### src/design/akd_pkg.sv
// shared constants, types and codes for the analog keypad debouncer
`default_nettype none

package akd_pkg;

  localparam int NUM_KEYS  = 5;
  localparam int MAX_KEYS  = 5;
  localparam int ADC_W     = 10;
  localparam int KEY_W     = 3;
  localparam int TIME_W    = 32;
  localparam int TOL_W     = 8;
  localparam int CNT_W     = 8;
  localparam int IVL_W     = 16;
  localparam int CFG_IDX_W = 4;
  localparam int CFG_DAT_W = 16;
  localparam int QDEPTH    = 2;
  localparam int QPTR_W    = $clog2(QDEPTH);
  localparam int QCNT_W    = $clog2(QDEPTH + 1);

  localparam logic OP_SAMPLE = 1'b0;
  localparam logic OP_READ   = 1'b1;

  localparam logic [KEY_W-1:0] NO_KEY  = 3'd0;
  localparam logic [KEY_W-1:0] BAD_KEY = 3'd6;

  localparam logic [ADC_W-1:0] NO_KEY_THRESHOLD = 10'd1000;
  localparam logic [CNT_W-1:0] CNT_MAX          = {CNT_W{1'b1}};

  localparam logic [CFG_IDX_W-1:0] REG_TOLERANCE       = 4'd5;
  localparam logic [CFG_IDX_W-1:0] REG_DEBOUNCE_COUNT  = 4'd6;
  localparam logic [CFG_IDX_W-1:0] REG_SAMPLE_INTERVAL = 4'd7;

  localparam logic [ADC_W-1:0] LEVEL_RESET [MAX_KEYS] = '{
    10'd10, 10'd149, 10'd332, 10'd501, 10'd735
  };
  localparam logic [TOL_W-1:0] TOLERANCE_RESET = 8'd40;
  localparam logic [CNT_W-1:0] DEBOUNCE_RESET  = 8'd3;
  localparam logic [IVL_W-1:0] INTERVAL_RESET  = 16'd10;

  typedef struct packed {
    logic              op;
    logic [KEY_W-1:0]  key;
    logic [TIME_W-1:0] now_ms;
  } akd_entry_t;

  typedef struct packed {
    logic [CNT_W-1:0] repeat_need;
    logic [IVL_W-1:0] sample_interval_ms;
  } akd_ctl_t;

endpackage

`default_nettype wire

### src/design/akd_if.sv
// handshake channels: sample items, result items and register writes
`default_nettype none

interface akd_sample_if;
  logic                      valid;
  logic                      ready;
  logic                      op;
  logic [akd_pkg::ADC_W-1:0]  adc_value;
  logic [akd_pkg::TIME_W-1:0] now_ms;

  modport source (output valid, op, adc_value, now_ms, input ready);
  modport sink (input valid, op, adc_value, now_ms, output ready);
endinterface

interface akd_result_if;
  logic                     valid;
  logic                     ready;
  logic [akd_pkg::KEY_W-1:0] key_out;
  logic                     sample_taken;
  logic                     key_pending;

  modport source (output valid, key_out, sample_taken, key_pending, input ready);
  modport sink (input valid, key_out, sample_taken, key_pending, output ready);
endinterface

interface akd_cfg_if;
  logic                          valid;
  logic                          ready;
  logic [akd_pkg::CFG_IDX_W-1:0] index;
  logic [akd_pkg::CFG_DAT_W-1:0] data;

  modport source (output valid, index, data, input ready);
  modport sink (input valid, index, data, output ready);
endinterface

`default_nettype wire

### src/design/analog_keypad_debouncer.sv
// top level of the analog keypad decoder and debouncer
//
//   channel   | dir | carries
//   ----------+-----+-----------------------------------------------
//   sample_i  | in  | op, adc_value, now_ms
//   result_o  | out | key_out, sample_taken, key_pending
//   cfg_i     | in  | index, data (always ready)
//
// one item per cycle sustained while the output is ready; a result is offered
// once its item has passed through the queue and the result register
// the window compares sit in the front, ahead of the queue; the 32-bit interval
// check and the debounce counter sit in the back, ahead of the result register
// a two-entry queue and the result register let a stalled output hold
// without stopping intake until the queue is full
// reset loads the register defaults and clears all debounce state
`default_nettype none

module analog_keypad_debouncer (
  input  wire          clk_i,
  input  wire          rst_ni,
  akd_sample_if.sink   sample_i,
  akd_result_if.source result_o,
  akd_cfg_if.sink      cfg_i
);

  logic                q_full;
  logic                push;
  akd_pkg::akd_entry_t push_entry;
  akd_pkg::akd_ctl_t   ctl;
  logic                q_valid;
  akd_pkg::akd_entry_t head_entry;
  logic                pop;

  akd_front u_front (
    .clk_i    (clk_i),
    .rst_ni   (rst_ni),
    .sample_i (sample_i),
    .cfg_i    (cfg_i),
    .q_full_i (q_full),
    .push_o   (push),
    .entry_o  (push_entry),
    .ctl_o    (ctl)
  );

  akd_queue u_queue (
    .clk_i   (clk_i),
    .rst_ni  (rst_ni),
    .push_i  (push),
    .entry_i (push_entry),
    .full_o  (q_full),
    .valid_o (q_valid),
    .entry_o (head_entry),
    .pop_i   (pop)
  );

  akd_back u_back (
    .clk_i     (clk_i),
    .rst_ni    (rst_ni),
    .q_valid_i (q_valid),
    .entry_i   (head_entry),
    .ctl_i     (ctl),
    .pop_o     (pop),
    .result_o  (result_o)
  );

endmodule

`default_nettype wire

### src/design/akd_front.sv
// front end: register file, item intake and key window classification
`default_nettype none

module akd_front (
  input  wire                 clk_i,
  input  wire                 rst_ni,
  akd_sample_if.sink          sample_i,
  akd_cfg_if.sink             cfg_i,
  input  wire                 q_full_i,
  output logic                push_o,
  output akd_pkg::akd_entry_t entry_o,
  output akd_pkg::akd_ctl_t   ctl_o
);

  logic [akd_pkg::ADC_W-1:0] level_q [akd_pkg::NUM_KEYS];
  logic [akd_pkg::TOL_W-1:0] tol_q;
  logic [akd_pkg::CNT_W-1:0] debounce_q;
  logic [akd_pkg::IVL_W-1:0] interval_q;

  logic [akd_pkg::ADC_W:0]   v_ext;
  logic [akd_pkg::ADC_W:0]   tol_ext;
  logic [akd_pkg::ADC_W:0]   lvl_ext;
  logic                      hit;
  logic [akd_pkg::KEY_W-1:0] key;

  always_ff @(posedge clk_i or negedge rst_ni) begin
    if (!rst_ni) begin
      for (int i = 0; i < akd_pkg::NUM_KEYS; i++) begin
        level_q[i] <= akd_pkg::LEVEL_RESET[i];
      end
      tol_q      <= akd_pkg::TOLERANCE_RESET;
      debounce_q <= akd_pkg::DEBOUNCE_RESET;
      interval_q <= akd_pkg::INTERVAL_RESET;
    end else if (cfg_i.valid) begin
      for (int i = 0; i < akd_pkg::NUM_KEYS; i++) begin
        if (cfg_i.index == akd_pkg::CFG_IDX_W'(i)) begin
          level_q[i] <= cfg_i.data[akd_pkg::ADC_W-1:0];
        end
      end
      case (cfg_i.index)
        akd_pkg::REG_TOLERANCE:       tol_q      <= cfg_i.data[akd_pkg::TOL_W-1:0];
        akd_pkg::REG_DEBOUNCE_COUNT:  debounce_q <= cfg_i.data[akd_pkg::CNT_W-1:0];
        akd_pkg::REG_SAMPLE_INTERVAL: interval_q <= cfg_i.data[akd_pkg::IVL_W-1:0];
        default: ;
      endcase
    end
  end

  assign cfg_i.ready = 1'b1;

  // window test without signed maths: lvl - tol <= v  <=>  lvl <= v + tol
  always_comb begin
    v_ext   = {1'b0, sample_i.adc_value};
    tol_ext = {3'b000, tol_q};
    lvl_ext = '0;
    hit     = 1'b0;
    key     = akd_pkg::BAD_KEY;
    for (int i = 0; i < akd_pkg::NUM_KEYS; i++) begin
      lvl_ext = {1'b0, level_q[i]};
      if (!hit && (v_ext + tol_ext >= lvl_ext) && (v_ext <= lvl_ext + tol_ext)) begin
        hit = 1'b1;
        key = akd_pkg::KEY_W'(i + 1);
      end
    end
    if (sample_i.adc_value > akd_pkg::NO_KEY_THRESHOLD) begin
      key = akd_pkg::NO_KEY;
    end
  end

  assign sample_i.ready = !q_full_i;
  assign push_o         = sample_i.valid && !q_full_i;
  assign entry_o        = '{op: sample_i.op, key: key, now_ms: sample_i.now_ms};
  assign ctl_o          = '{repeat_need: debounce_q, sample_interval_ms: interval_q};

endmodule

`default_nettype wire

### src/design/akd_queue.sv
// short queue of classified items between front and back end
`default_nettype none

module akd_queue (
  input  wire                 clk_i,
  input  wire                 rst_ni,
  input  wire                 push_i,
  input  akd_pkg::akd_entry_t entry_i,
  output logic                full_o,
  output logic                valid_o,
  output akd_pkg::akd_entry_t entry_o,
  input  wire                 pop_i
);

  akd_pkg::akd_entry_t              mem_q [akd_pkg::QDEPTH];
  logic [akd_pkg::QPTR_W-1:0]       wr_ptr_q;
  logic [akd_pkg::QPTR_W-1:0]       rd_ptr_q;
  logic [akd_pkg::QCNT_W-1:0]       count_q;

  always_ff @(posedge clk_i) begin
    if (push_i) begin
      mem_q[wr_ptr_q] <= entry_i;
    end
  end

  always_ff @(posedge clk_i or negedge rst_ni) begin
    if (!rst_ni) begin
      wr_ptr_q <= '0;
      rd_ptr_q <= '0;
      count_q  <= '0;
    end else begin
      if (push_i) begin
        wr_ptr_q <= wr_ptr_q + 1'b1;
      end
      if (pop_i) begin
        rd_ptr_q <= rd_ptr_q + 1'b1;
      end
      case ({push_i, pop_i})
        2'b10:   count_q <= count_q + 1'b1;
        2'b01:   count_q <= count_q - 1'b1;
        default: ;
      endcase
    end
  end

  assign full_o  = (count_q == akd_pkg::QCNT_W'(akd_pkg::QDEPTH));
  assign valid_o = (count_q != '0);
  assign entry_o = mem_q[rd_ptr_q];

  a_count_bound: assert property (@(posedge clk_i) disable iff (!rst_ni)
    count_q <= akd_pkg::QCNT_W'(akd_pkg::QDEPTH))
    else $error("queue count above depth");

  a_no_pop_empty: assert property (@(posedge clk_i) disable iff (!rst_ni)
    pop_i |-> valid_o)
    else $error("pop from empty queue");

  a_no_push_full: assert property (@(posedge clk_i) disable iff (!rst_ni)
    full_o |-> !push_i)
    else $error("push into full queue");

endmodule

`default_nettype wire

### src/design/akd_back.sv
// back end: interval gate, debounce state, flag and result register
`default_nettype none

module akd_back (
  input  wire                 clk_i,
  input  wire                 rst_ni,
  input  wire                 q_valid_i,
  input  akd_pkg::akd_entry_t entry_i,
  input  akd_pkg::akd_ctl_t   ctl_i,
  output logic                pop_o,
  akd_result_if.source        result_o
);

  logic [akd_pkg::TIME_W-1:0] last_time_q, last_time_d;
  logic [akd_pkg::KEY_W-1:0]  prev_key_q, prev_key_d;
  logic [akd_pkg::CNT_W-1:0]  cnt_q, cnt_d;
  logic [akd_pkg::KEY_W-1:0]  stable_q, stable_d;
  logic                       avail_q, avail_d;

  logic                       out_valid_q;
  logic [akd_pkg::KEY_W-1:0]  out_key_q, out_key_d;
  logic                       out_taken_q, out_taken_d;
  logic                       out_pend_q;

  logic [akd_pkg::TIME_W-1:0] delta;

  assign pop_o = q_valid_i && (!out_valid_q || result_o.ready);
  assign delta = entry_i.now_ms - last_time_q;

  always_comb begin
    last_time_d = last_time_q;
    prev_key_d  = prev_key_q;
    cnt_d       = cnt_q;
    stable_d    = stable_q;
    avail_d     = avail_q;
    out_taken_d = 1'b0;
    out_key_d   = akd_pkg::NO_KEY;
    if (entry_i.op == akd_pkg::OP_READ) begin
      if (avail_q) begin
        avail_d   = 1'b0;
        out_key_d = stable_q;
      end
    end else begin
      if (delta >= {16'd0, ctl_i.sample_interval_ms}) begin
        out_taken_d = 1'b1;
        last_time_d = entry_i.now_ms;
        if (entry_i.key == prev_key_q) begin
          if (cnt_q != akd_pkg::CNT_MAX) begin
            cnt_d = cnt_q + 1'b1;
          end
          if (cnt_d >= ctl_i.repeat_need && entry_i.key != stable_q) begin
            stable_d = entry_i.key;
            if (entry_i.key != akd_pkg::NO_KEY) begin
              avail_d = 1'b1;
            end
          end
        end else begin
          prev_key_d = entry_i.key;
          cnt_d      = '0;
        end
      end
      out_key_d = stable_d;
    end
  end

  always_ff @(posedge clk_i or negedge rst_ni) begin
    if (!rst_ni) begin
      last_time_q <= '0;
      prev_key_q  <= akd_pkg::NO_KEY;
      cnt_q       <= '0;
      stable_q    <= akd_pkg::NO_KEY;
      avail_q     <= 1'b0;
      out_valid_q <= 1'b0;
    end else begin
      if (pop_o) begin
        last_time_q <= last_time_d;
        prev_key_q  <= prev_key_d;
        cnt_q       <= cnt_d;
        stable_q    <= stable_d;
        avail_q     <= avail_d;
        out_valid_q <= 1'b1;
      end else if (result_o.ready) begin
        out_valid_q <= 1'b0;
      end
    end
  end

  always_ff @(posedge clk_i) begin
    if (pop_o) begin
      out_key_q   <= out_key_d;
      out_taken_q <= out_taken_d;
      out_pend_q  <= avail_d;
    end
  end

  assign result_o.valid        = out_valid_q;
  assign result_o.key_out      = out_key_q;
  assign result_o.sample_taken = out_taken_q;
  assign result_o.key_pending  = out_pend_q;

  a_stable_only_on_pop: assert property (@(posedge clk_i) disable iff (!rst_ni)
    !pop_o |=> $stable(stable_q) && $stable(avail_q))
    else $error("debounce state moved without an item");

  a_cnt_clear_on_new_key: assert property (@(posedge clk_i) disable iff (!rst_ni)
    (pop_o && prev_key_d != prev_key_q) |=> cnt_q == '0)
    else $error("stability counter not cleared on new key");

  a_flag_needs_key: assert property (@(posedge clk_i) disable iff (!rst_ni)
    (pop_o && !avail_q && avail_d) |-> stable_d != akd_pkg::NO_KEY)
    else $error("flag raised for no key");

endmodule

`default_nettype wire
### src/flat_wrapper.sv
// flat-port wrapper written by rule: the top's interface ports become plain ports
module analog_keypad_debouncer_flat 
  (clk_i, rst_ni, sample_i_valid, sample_i_op, sample_i_adc_value, sample_i_now_ms, sample_i_ready, result_o_valid, result_o_key_out, result_o_sample_taken, result_o_key_pending, result_o_ready, cfg_i_valid, cfg_i_index, cfg_i_data, cfg_i_ready);
  akd_sample_if sample_i_i ();
  akd_result_if result_o_i ();
  akd_cfg_if cfg_i_i ();
  input  wire clk_i;
  input  wire rst_ni;
  input wire logic [$bits(sample_i_i.valid)-1:0] sample_i_valid;
  input wire logic [$bits(sample_i_i.op)-1:0] sample_i_op;
  input wire logic [$bits(sample_i_i.adc_value)-1:0] sample_i_adc_value;
  input wire logic [$bits(sample_i_i.now_ms)-1:0] sample_i_now_ms;
  output wire logic [$bits(sample_i_i.ready)-1:0] sample_i_ready;
  output wire logic [$bits(result_o_i.valid)-1:0] result_o_valid;
  output wire logic [$bits(result_o_i.key_out)-1:0] result_o_key_out;
  output wire logic [$bits(result_o_i.sample_taken)-1:0] result_o_sample_taken;
  output wire logic [$bits(result_o_i.key_pending)-1:0] result_o_key_pending;
  input wire logic [$bits(result_o_i.ready)-1:0] result_o_ready;
  input wire logic [$bits(cfg_i_i.valid)-1:0] cfg_i_valid;
  input wire logic [$bits(cfg_i_i.index)-1:0] cfg_i_index;
  input wire logic [$bits(cfg_i_i.data)-1:0] cfg_i_data;
  output wire logic [$bits(cfg_i_i.ready)-1:0] cfg_i_ready;
  assign sample_i_i.valid = sample_i_valid;
  assign sample_i_i.op = sample_i_op;
  assign sample_i_i.adc_value = sample_i_adc_value;
  assign sample_i_i.now_ms = sample_i_now_ms;
  assign sample_i_ready = sample_i_i.ready;
  assign result_o_valid = result_o_i.valid;
  assign result_o_key_out = result_o_i.key_out;
  assign result_o_sample_taken = result_o_i.sample_taken;
  assign result_o_key_pending = result_o_i.key_pending;
  assign result_o_i.ready = result_o_ready;
  assign cfg_i_i.valid = cfg_i_valid;
  assign cfg_i_i.index = cfg_i_index;
  assign cfg_i_i.data = cfg_i_data;
  assign cfg_i_ready = cfg_i_i.ready;
  analog_keypad_debouncer u_core (.clk_i(clk_i), .rst_ni(rst_ni), .sample_i(sample_i_i), .result_o(result_o_i), .cfg_i(cfg_i_i));
endmodule
### config.mk
export PLATFORM = sky130hd
export DESIGN_NAME = analog_keypad_debouncer_flat
export DESIGN_NICKNAME = d
export VERILOG_FILES = /design/src/design/akd_pkg.sv /design/src/design/akd_if.sv /design/src/design/analog_keypad_debouncer.sv /design/src/design/akd_front.sv /design/src/design/akd_queue.sv /design/src/design/akd_back.sv /design/src/flat_wrapper.sv
export SDC_FILE = /design/constraint.sdc
export NUM_CORES = 1
export LEC_CHECK = 0
export BUFFER_PORTS_ARGS = -buffer_cell sky130_fd_sc_hd__clkbuf_2
export CAP_MARGIN = 20
export CORE_AREA = 2 2 255 157
export DETAILED_ROUTE_END_ITERATION = 7
export DIE_AREA = 0 0 257 159
export PLACE_DENSITY = 0.53
export SLEW_MARGIN = 30
export SYNTH_ARGS = -nofsm -noshare
export SYNTH_HDL_FRONTEND = slang
export SYNTH_SLANG_ARGS = --single-unit
### constraint.sdc
create_clock -name clk_i -period 6.4 [get_ports clk_i]
set_clock_uncertainty 0.1 [all_clocks]
set_input_delay 0.32 -clock clk_i [delete_from_list [all_inputs] [get_ports clk_i]]
set_output_delay 0.32 -clock clk_i [all_outputs]
set_load 0.02 [all_outputs]
# Yosys cells after proc, flatten, opt, wreduce, memory -nomap -nowiden

Memory sizes are Yosys's and may differ from the RTL's.
Cells that the tools add are included.

Register bits after elaboration: 139
RAM bits: 72
Input port bits: 68
Output and inout port bits: 8
Logic and storage cells: 127
Memories kept: 1

Memory list:

| memory               | depth | bits a word | rd ports | clocked after memory_dff | wr ports | RTL line        | RTL |
|---|---|---|---|---|---|---|---|
| u_core.u_queue.mem_q | 2     | 36          | 1        | 0                        | 1        | akd_queue.sv:15 | `akd_pkg::akd_entry_t mem_q [akd_pkg::QDEPTH];` |

Add/sub/neg operators: 12
Magnitude comparators: 13
Eq/ne operators: 13
Mux-type cells: 31
Bitwise logic cells: 2
Reduce and logical (&&, ||, !) cells: 35

Operators by type and width:

| kind                                                   | count |
|---|---|
| adder 10 x 8 -> 11 bit                                 | 6 |
| greater-or-equal comparator 11 x 10 -> 1 bit           | 5 |
| less-or-equal comparator 10 x 11 -> 1 bit              | 5 |
| 2-to-1 mux 8 bit                                       | 5 |
| 2-to-1 mux 3 bit                                       | 11 |
| greater-or-equal comparator 32 x 16 -> 1 bit           | 1 |
| subtractor 32 bit                                      | 1 |
| AND reduction 2 bit                                    | 9 |
| equality test 4 x 3 -> 1 bit (second input constant)   | 4 |
| 2-to-1 mux 1 bit                                       | 14 |
| logical AND 1 bit                                      | 12 |
| greater-than comparator 10 bit (second input constant) | 1 |
| adder 8 x 1 -> 8 bit (second input constant)           | 1 |
| equality test 4 x 2 -> 1 bit (second input constant)   | 2 |
| greater-or-equal comparator 8 bit                      | 1 |
| != test 8 bit (second input constant)                  | 1 |
| logical NOT 1 bit                                      | 6 |
| nonzero test 2 bit                                     | 3 |
| equality test 2 bit (second input constant)            | 2 |
| equality test 4 x 1 -> 1 bit (second input constant)   | 1 |
| logical NOT 4 bit                                      | 1 |
| case mux 2 bit (2 select lines)                        | 1 |
| AND reduction 4 bit                                    | 1 |
| equality test 3 bit                                    | 1 |
| 9 further kinds                                        | 11 |

# Depth between registers and ports, before layout

Depth in word-level cells: 21
Mapped depth: 26
Gate-level depth less buffers: 22

# Hierarchy

Synthesis repeated with hierarchy kept, for this count alone.

Cell total of the unflattened synthesis: 1519
Area total of the unflattened synthesis: 15989.1 µm²

Modules (own cells, without submodules):

| module    | times used | cells an instance | area an instance (µm²) | sequential area each (µm²) |
|---|---|---|---|---|
| akd_front | 1          | 799               | 7807.5                 | 2090.8 |
| akd_back  | 1          | 592               | 5247.5                 | 1351.3 |
| akd_queue | 1          | 128               | 2934.1                 | 2262.2 |

# Worst setup path before layout

No wires, ideal clock.

Path type: flip-flop to flip-flop
Start point: register u_core.u_queue.rd_ptr_q
End point: register u_core.u_back.prev_key_q[0] in the netlist's numbering
Library setup time: 136 ps
Arrival: 5392 ps
Data required time: 6164 ps
Setup slack: 772 ps
Stages on the path, launching flop included: 27
Buffers on the path: 4
Clock period less this slack: 5628 ps
Cell sequence: dfrtp_1 -> clkbuf_1 -> buf_1 -> mux2i_1 -> ha_1 -> inv_1 -> fa_1 -> a21o_1 -> a31o_2 -> nor2_1 -> nor2_1 -> a41o_1 -> a21o_1 -> a21oi_1 -> xnor2_1 -> ha_1 -> nand3_1 -> a21boi_0 -> or4_1 -> nor3_1 -> o2111a_1 -> nand4_2 -> or4_4 -> nand2b_2 -> buf_12 -> buf_12 -> o21ai_2

Longest elaborated chain between the ends: 4
Elaborated cells on any way between the ends: 7
Classes of those cells: add/sub (1); order compare (1); eq/ne (1); bitwise (2); reduce/logical (1); memory (1)

RTL lines:

| what                                                                             | RTL line                       | RTL |
|---|---|---|
| from (decl)                                                                      | akd_queue.sv:17                | `logic [akd_pkg::QPTR_W-1:0] rd_ptr_q;` |
| from (signal assigned)                                                           | akd_queue.sv:36                | `rd_ptr_q <= rd_ptr_q + 1'b1;` |
| memory read (2 x 36 bit) *                                                       | -                              |  |
| subtractor 32 bit / equality test 3 bit (equally long branches)                  | akd_back.sv:28, akd_back.sv:47 |  |
| greater-or-equal comparator 32 x 16 -> 1 bit / NOT 1 bit (equally long branches) | -                              |  |
| AND reduction 4 bit (no line)                                                    | -                              |  |
| to (signal assigned)                                                             | akd_back.sv:69                 | `prev_key_q <= akd_pkg::NO_KEY;` |
| to (signal assigned)                                                             | akd_back.sv:77                 | `prev_key_q <= prev_key_d;` |
| to (decl)                                                                        | akd_back.sv:15                 | `logic [akd_pkg::KEY_W-1:0] prev_key_q, prev_key_d;` |

Mark *: on every way between the ends. The rest lies on a longest branch, timed or not.
A chain may end at the register's enable or synchronous reset.

==> flow_summary.yaml <==
outcome:
  outcome: "finished, final reports clean"
clocking:
  htreeDepth: 1
  post_cts_buffers: 0
  clk_latency_ns: 0.54
  cts_tree: "yes"
  numCtsBuffers: 23
  cts_sinks: 211
  clk_path_buf_depth: 3
  root_buffer: "clkbuf_16"
  clk_pin_slew_worst_paths_ns: 0.07
place:
  dp_hpwl_mm: 30.7
  gp_congestion: 0.875
  dpl_cell_area_sq_um: 16100
  port_buffers: 74
yosys:
  yosysTopAreaCell: "dfrtp_1"
  ys_async_sr_fraction_pct: 63.5
  yosysWarnings: 0
  synthDistinctLibCells: 74
  synth_edf_count: 77
  yosysSeqAreaShare_pct: 37.5
  syn-instance-count: 1508
  avgSynthCellArea_sq_um: 10.1
  synth_top_area_share_pct: 16.9
  synth_seq_cells: 211
  ys_top_cells_by_count: "205 x ha_1, 150 x inv_1, 103 x dfrtp_1, 103 x o21ai_0, 97 x a21oi_1"
  synth_ff_type: "dfrtp_1"
  synth.most_common_cell: "ha_1"
  ys_top_cells_by_area: "dfrtp_1 17%, ha_1 17%, edfxtp_1 15%"
  syn-num-nets: 1788
  synthesis.area_sq_um: 15200
sta:
  setup_tns_ns: 0
  finalCritPeriodShare_pct: 88.0
  drv_slew: 0
  slew_headroom_pct: 37.8
  fmax_mhz: 178
  whs_ns: 0.0374
  finalHoldViolations: 0
  setup_viol: 0
  worst_pin_slew_ns: 0.931
  rsz0062_at_grt: "false"
  layout_min_cycle_time_ns: 5.63
setup_path:
  cp-start-kind: "register"
  cp_cell_sequence: "buf_4 > mux2_2 > fa_1 > a21o_1 > a31o_2 > nor2_1 > nor2_1 > a41o_1 > a21o_1 > a21oi_1 > xnor2_1 > ha_1 > nand3_1 > a21boi_0 > or4_1 > nor3_1 > o2111a_1 > nand4_2 > or4_4 > nand2b_2 > buf_12 > o21ai_0"
  timing.rr.start: "u_core.u_queue.rd_ptr_q$_DFFE_PN0P_"
  arrival_ns: 5.95
  critPathBufInv: 2
  cp-end-kind: "register"
  r2r_end: "u_core.u_back.cnt_q[0]$_DFFE_PN0P_"
  critPathKind: "reg -> reg"
  reg2reg_depth: 22
  regToRegSetupSlack_ns: 0.77
  crit_path_top_delay_cell: "or4_4"
  slowest_delay_ns: 0.52
  critPathMaxFanout: 28
  critPathTopFamily: "simple AND/OR/NAND/NOR gates"
  required_ns: 6.72
grt:
  grt_remaining_overflow: 0
  grt_pass1_wl_mm: 64.0
  antenna_found_initial: 0
  grt_max_degree: 79
  grt_pass1_vias: 10700
  grt.total_usage_pct: 19.9
power_and_ir_drop:
  p_leak_nw: 7.73
  clock_power_share_pct: 15.2
  combinationalPowerShare_pct: 61.1
  p_sw_mw: 3.89
  intPower_mw: 4.73
  powerDensity_nw_per_um2: 499
  ir_drop_uv: 227
  netSwitchingFraction_pct: 45.1
  pwr-share-seq_pct: 23.8
final_layout:
  final_cell_area_sq_um: 17300
  drive_gt1_share_pct: 18.0
  nets: 1900
  syn2layout_area_growth_pct: 13.5
  antenna_cells: 0
floorplan:
  io_pins: 76
  die_h_um: 159
  initial_core_util_pct: 39.5
  rows: 56
  dieArea_sq_um: 40900
  die_width_um: 257
  design.core.area_sq_um: 38500
routing:
  drt_iter0_drc: 873
  post-route-drc-count: 0
  first_pass_iters: 5
  ant_nets: 0
  via_count: 11500
  viasPerCell: 5.31
  wl_per_cell_um: 18.8
  routed_wl_mm: 40.7
min_path:
  hold_end: "u_core.u_front.level_q[12]$_DFFE_PN1P_"
  worstHoldStart: "cfg_i_data[2]"
  hp-class: "in -> reg"
  hold_depth: 3
flow_run:
  max-cap-violations: 0
cell type report:
cell class	instances	area (sq um)
Clock buffer	30	622
Clock inverter	12	97.6
Fill cell	3686	21200
Inverter	150	563
Multi-Input combinational cell	1105	8710
Sequential cell	211	5710
Tap cell	522	653
Timing Repair Buffer	129	917
kinds of logic (layout without fill, tap and decap cells):
logic type / Yosys count / count (layout) / share of synthesized area, %
AOI/OAI and AO/OA: 411 / 411 / 17.7
and+or+nand+nor: 311 / 311 / 10.4
adders and majority gates: 212 / 212 / 17.8
DFF: 211 / 211 / 37.5
buffers and inverters: 192 / 321 / 5.35
muxes: 95 / 95 / 6.93
xor gates and xnor gates: 75 / 75 / 4.32
other: 1 / 1 / 0.0247
timing repair:
item | in CTS | in global routing
hold buffers | 41 | 0
resized for setup | 0 | 0
hold endpoints to repair | 139 | 0
worst max-delay path by stage:
stage               cells past startpoint                                 from                                       to  slack (ns)
CTS                                    22  u_core.u_queue.rd_ptr_q$_DFFE_PN0P_       u_core.u_back.cnt_q[0]$_DFFE_PN0P_        0.78
detailed placement                     22  u_core.u_queue.rd_ptr_q$_DFFE_PN0P_       u_core.u_back.cnt_q[0]$_DFFE_PN0P_        0.79
global placement                       22  u_core.u_queue.rd_ptr_q$_DFFE_PN0P_       u_core.u_back.cnt_q[0]$_DFFE_PN0P_        0.84
global route                           22  u_core.u_queue.rd_ptr_q$_DFFE_PN0P_       u_core.u_back.cnt_q[0]$_DFFE_PN0P_        0.42
floorplan                              26  u_core.u_queue.rd_ptr_q$_DFFE_PN0P_  u_core.u_back.prev_key_q[0]$_DFFE_PN0P_        0.77
finish                                 22  u_core.u_queue.rd_ptr_q$_DFFE_PN0P_       u_core.u_back.cnt_q[0]$_DFFE_PN0P_        0.77
metrics by stage:
step                      worst slack, ns  cells  total power [mW]  util (%)
after global placement              0.839   2076              7.12      41.9
after detailed placement            0.790   2076              7.20      42.0
final                               0.771   2159              8.62      44.9
after floorplan                     0.772   1508              5.84         -
after global routing                0.417   2159              9.33      44.9
after CTS                           0.777   2159              8.58      44.9
per-layer routing:
layer	global-route usage (%)	wire length (um)
met5	0.231	0
met4	2.99	520
met3	3.58	2440
met2	24.4	14300
met1	34.5	23400
worst min-delay path, delay by kind of cell:
| kind | cells | cell delay [ns] |
|---|---|---|
| AND/OR/NAND/NOR | 1 | 0.08 |
| AO/OA/AOI/OAI | 1 | 0.09 |
| buffers and inverters | 1 | 0.17 |
placed cells by master (no fill, tap or decap), drive strengths merged, types with 4 or more instances in the layout:
cell type    instances
and3                 8
or3                  9
a31oi               11
nand3               33
ha                 205
xor2                20
o21ai              114
nand2               87
a211o               10
dlygate4sd3         41
buf                 15
and2                 4
nand4               17
a21o                44
o31ai                4
inv                151
nor3b                4
mux2                82
fa                   7
xnor2               55
o211ai               8
nand2b              27
nand3b               4
edfxtp              77
nor2b               22
dfstp               31
nor3                43
nor2                41
clkinv               6
clkbuf             103
dfrtp              103
clkinvlp             4
o21a                28
o21bai              14
mux2i               13
o22ai                5
a211oi               9
a21boi               5
a21oi              128
power by group through the flow:
stage / logic [mW] / registers (mW) / clock network (mW)
after detailed placement: 5.13 / 2.07 / 0
final: 5.26 / 2.05 / 1.31
after global routing: 5.84 / 2.09 / 1.40
after floorplan: 3.81 / 2.02 / 0
after CTS: 5.19 / 2.05 / 1.34
after global placement: 5.06 / 2.07 / 0
registers in the layout, summed over array words and instances, names as in the netlist, 3 cells and up:
name,cells
u_core.u_front.interval_q,16
u_core.u_front.debounce_q,8
u_core.u_back.stable_q,3
u_core.u_back.prev_key_q,3
u_core.u_queue.mem_q,72
u_core.u_back.last_time_q,32
u_core.u_front.tol_q,8
u_core.u_back.result_o.key_out,3
u_core.u_front.level_q,50
u_core.u_back.cnt_q,8
Note: power is estimated with default switching activity, not from simulation.
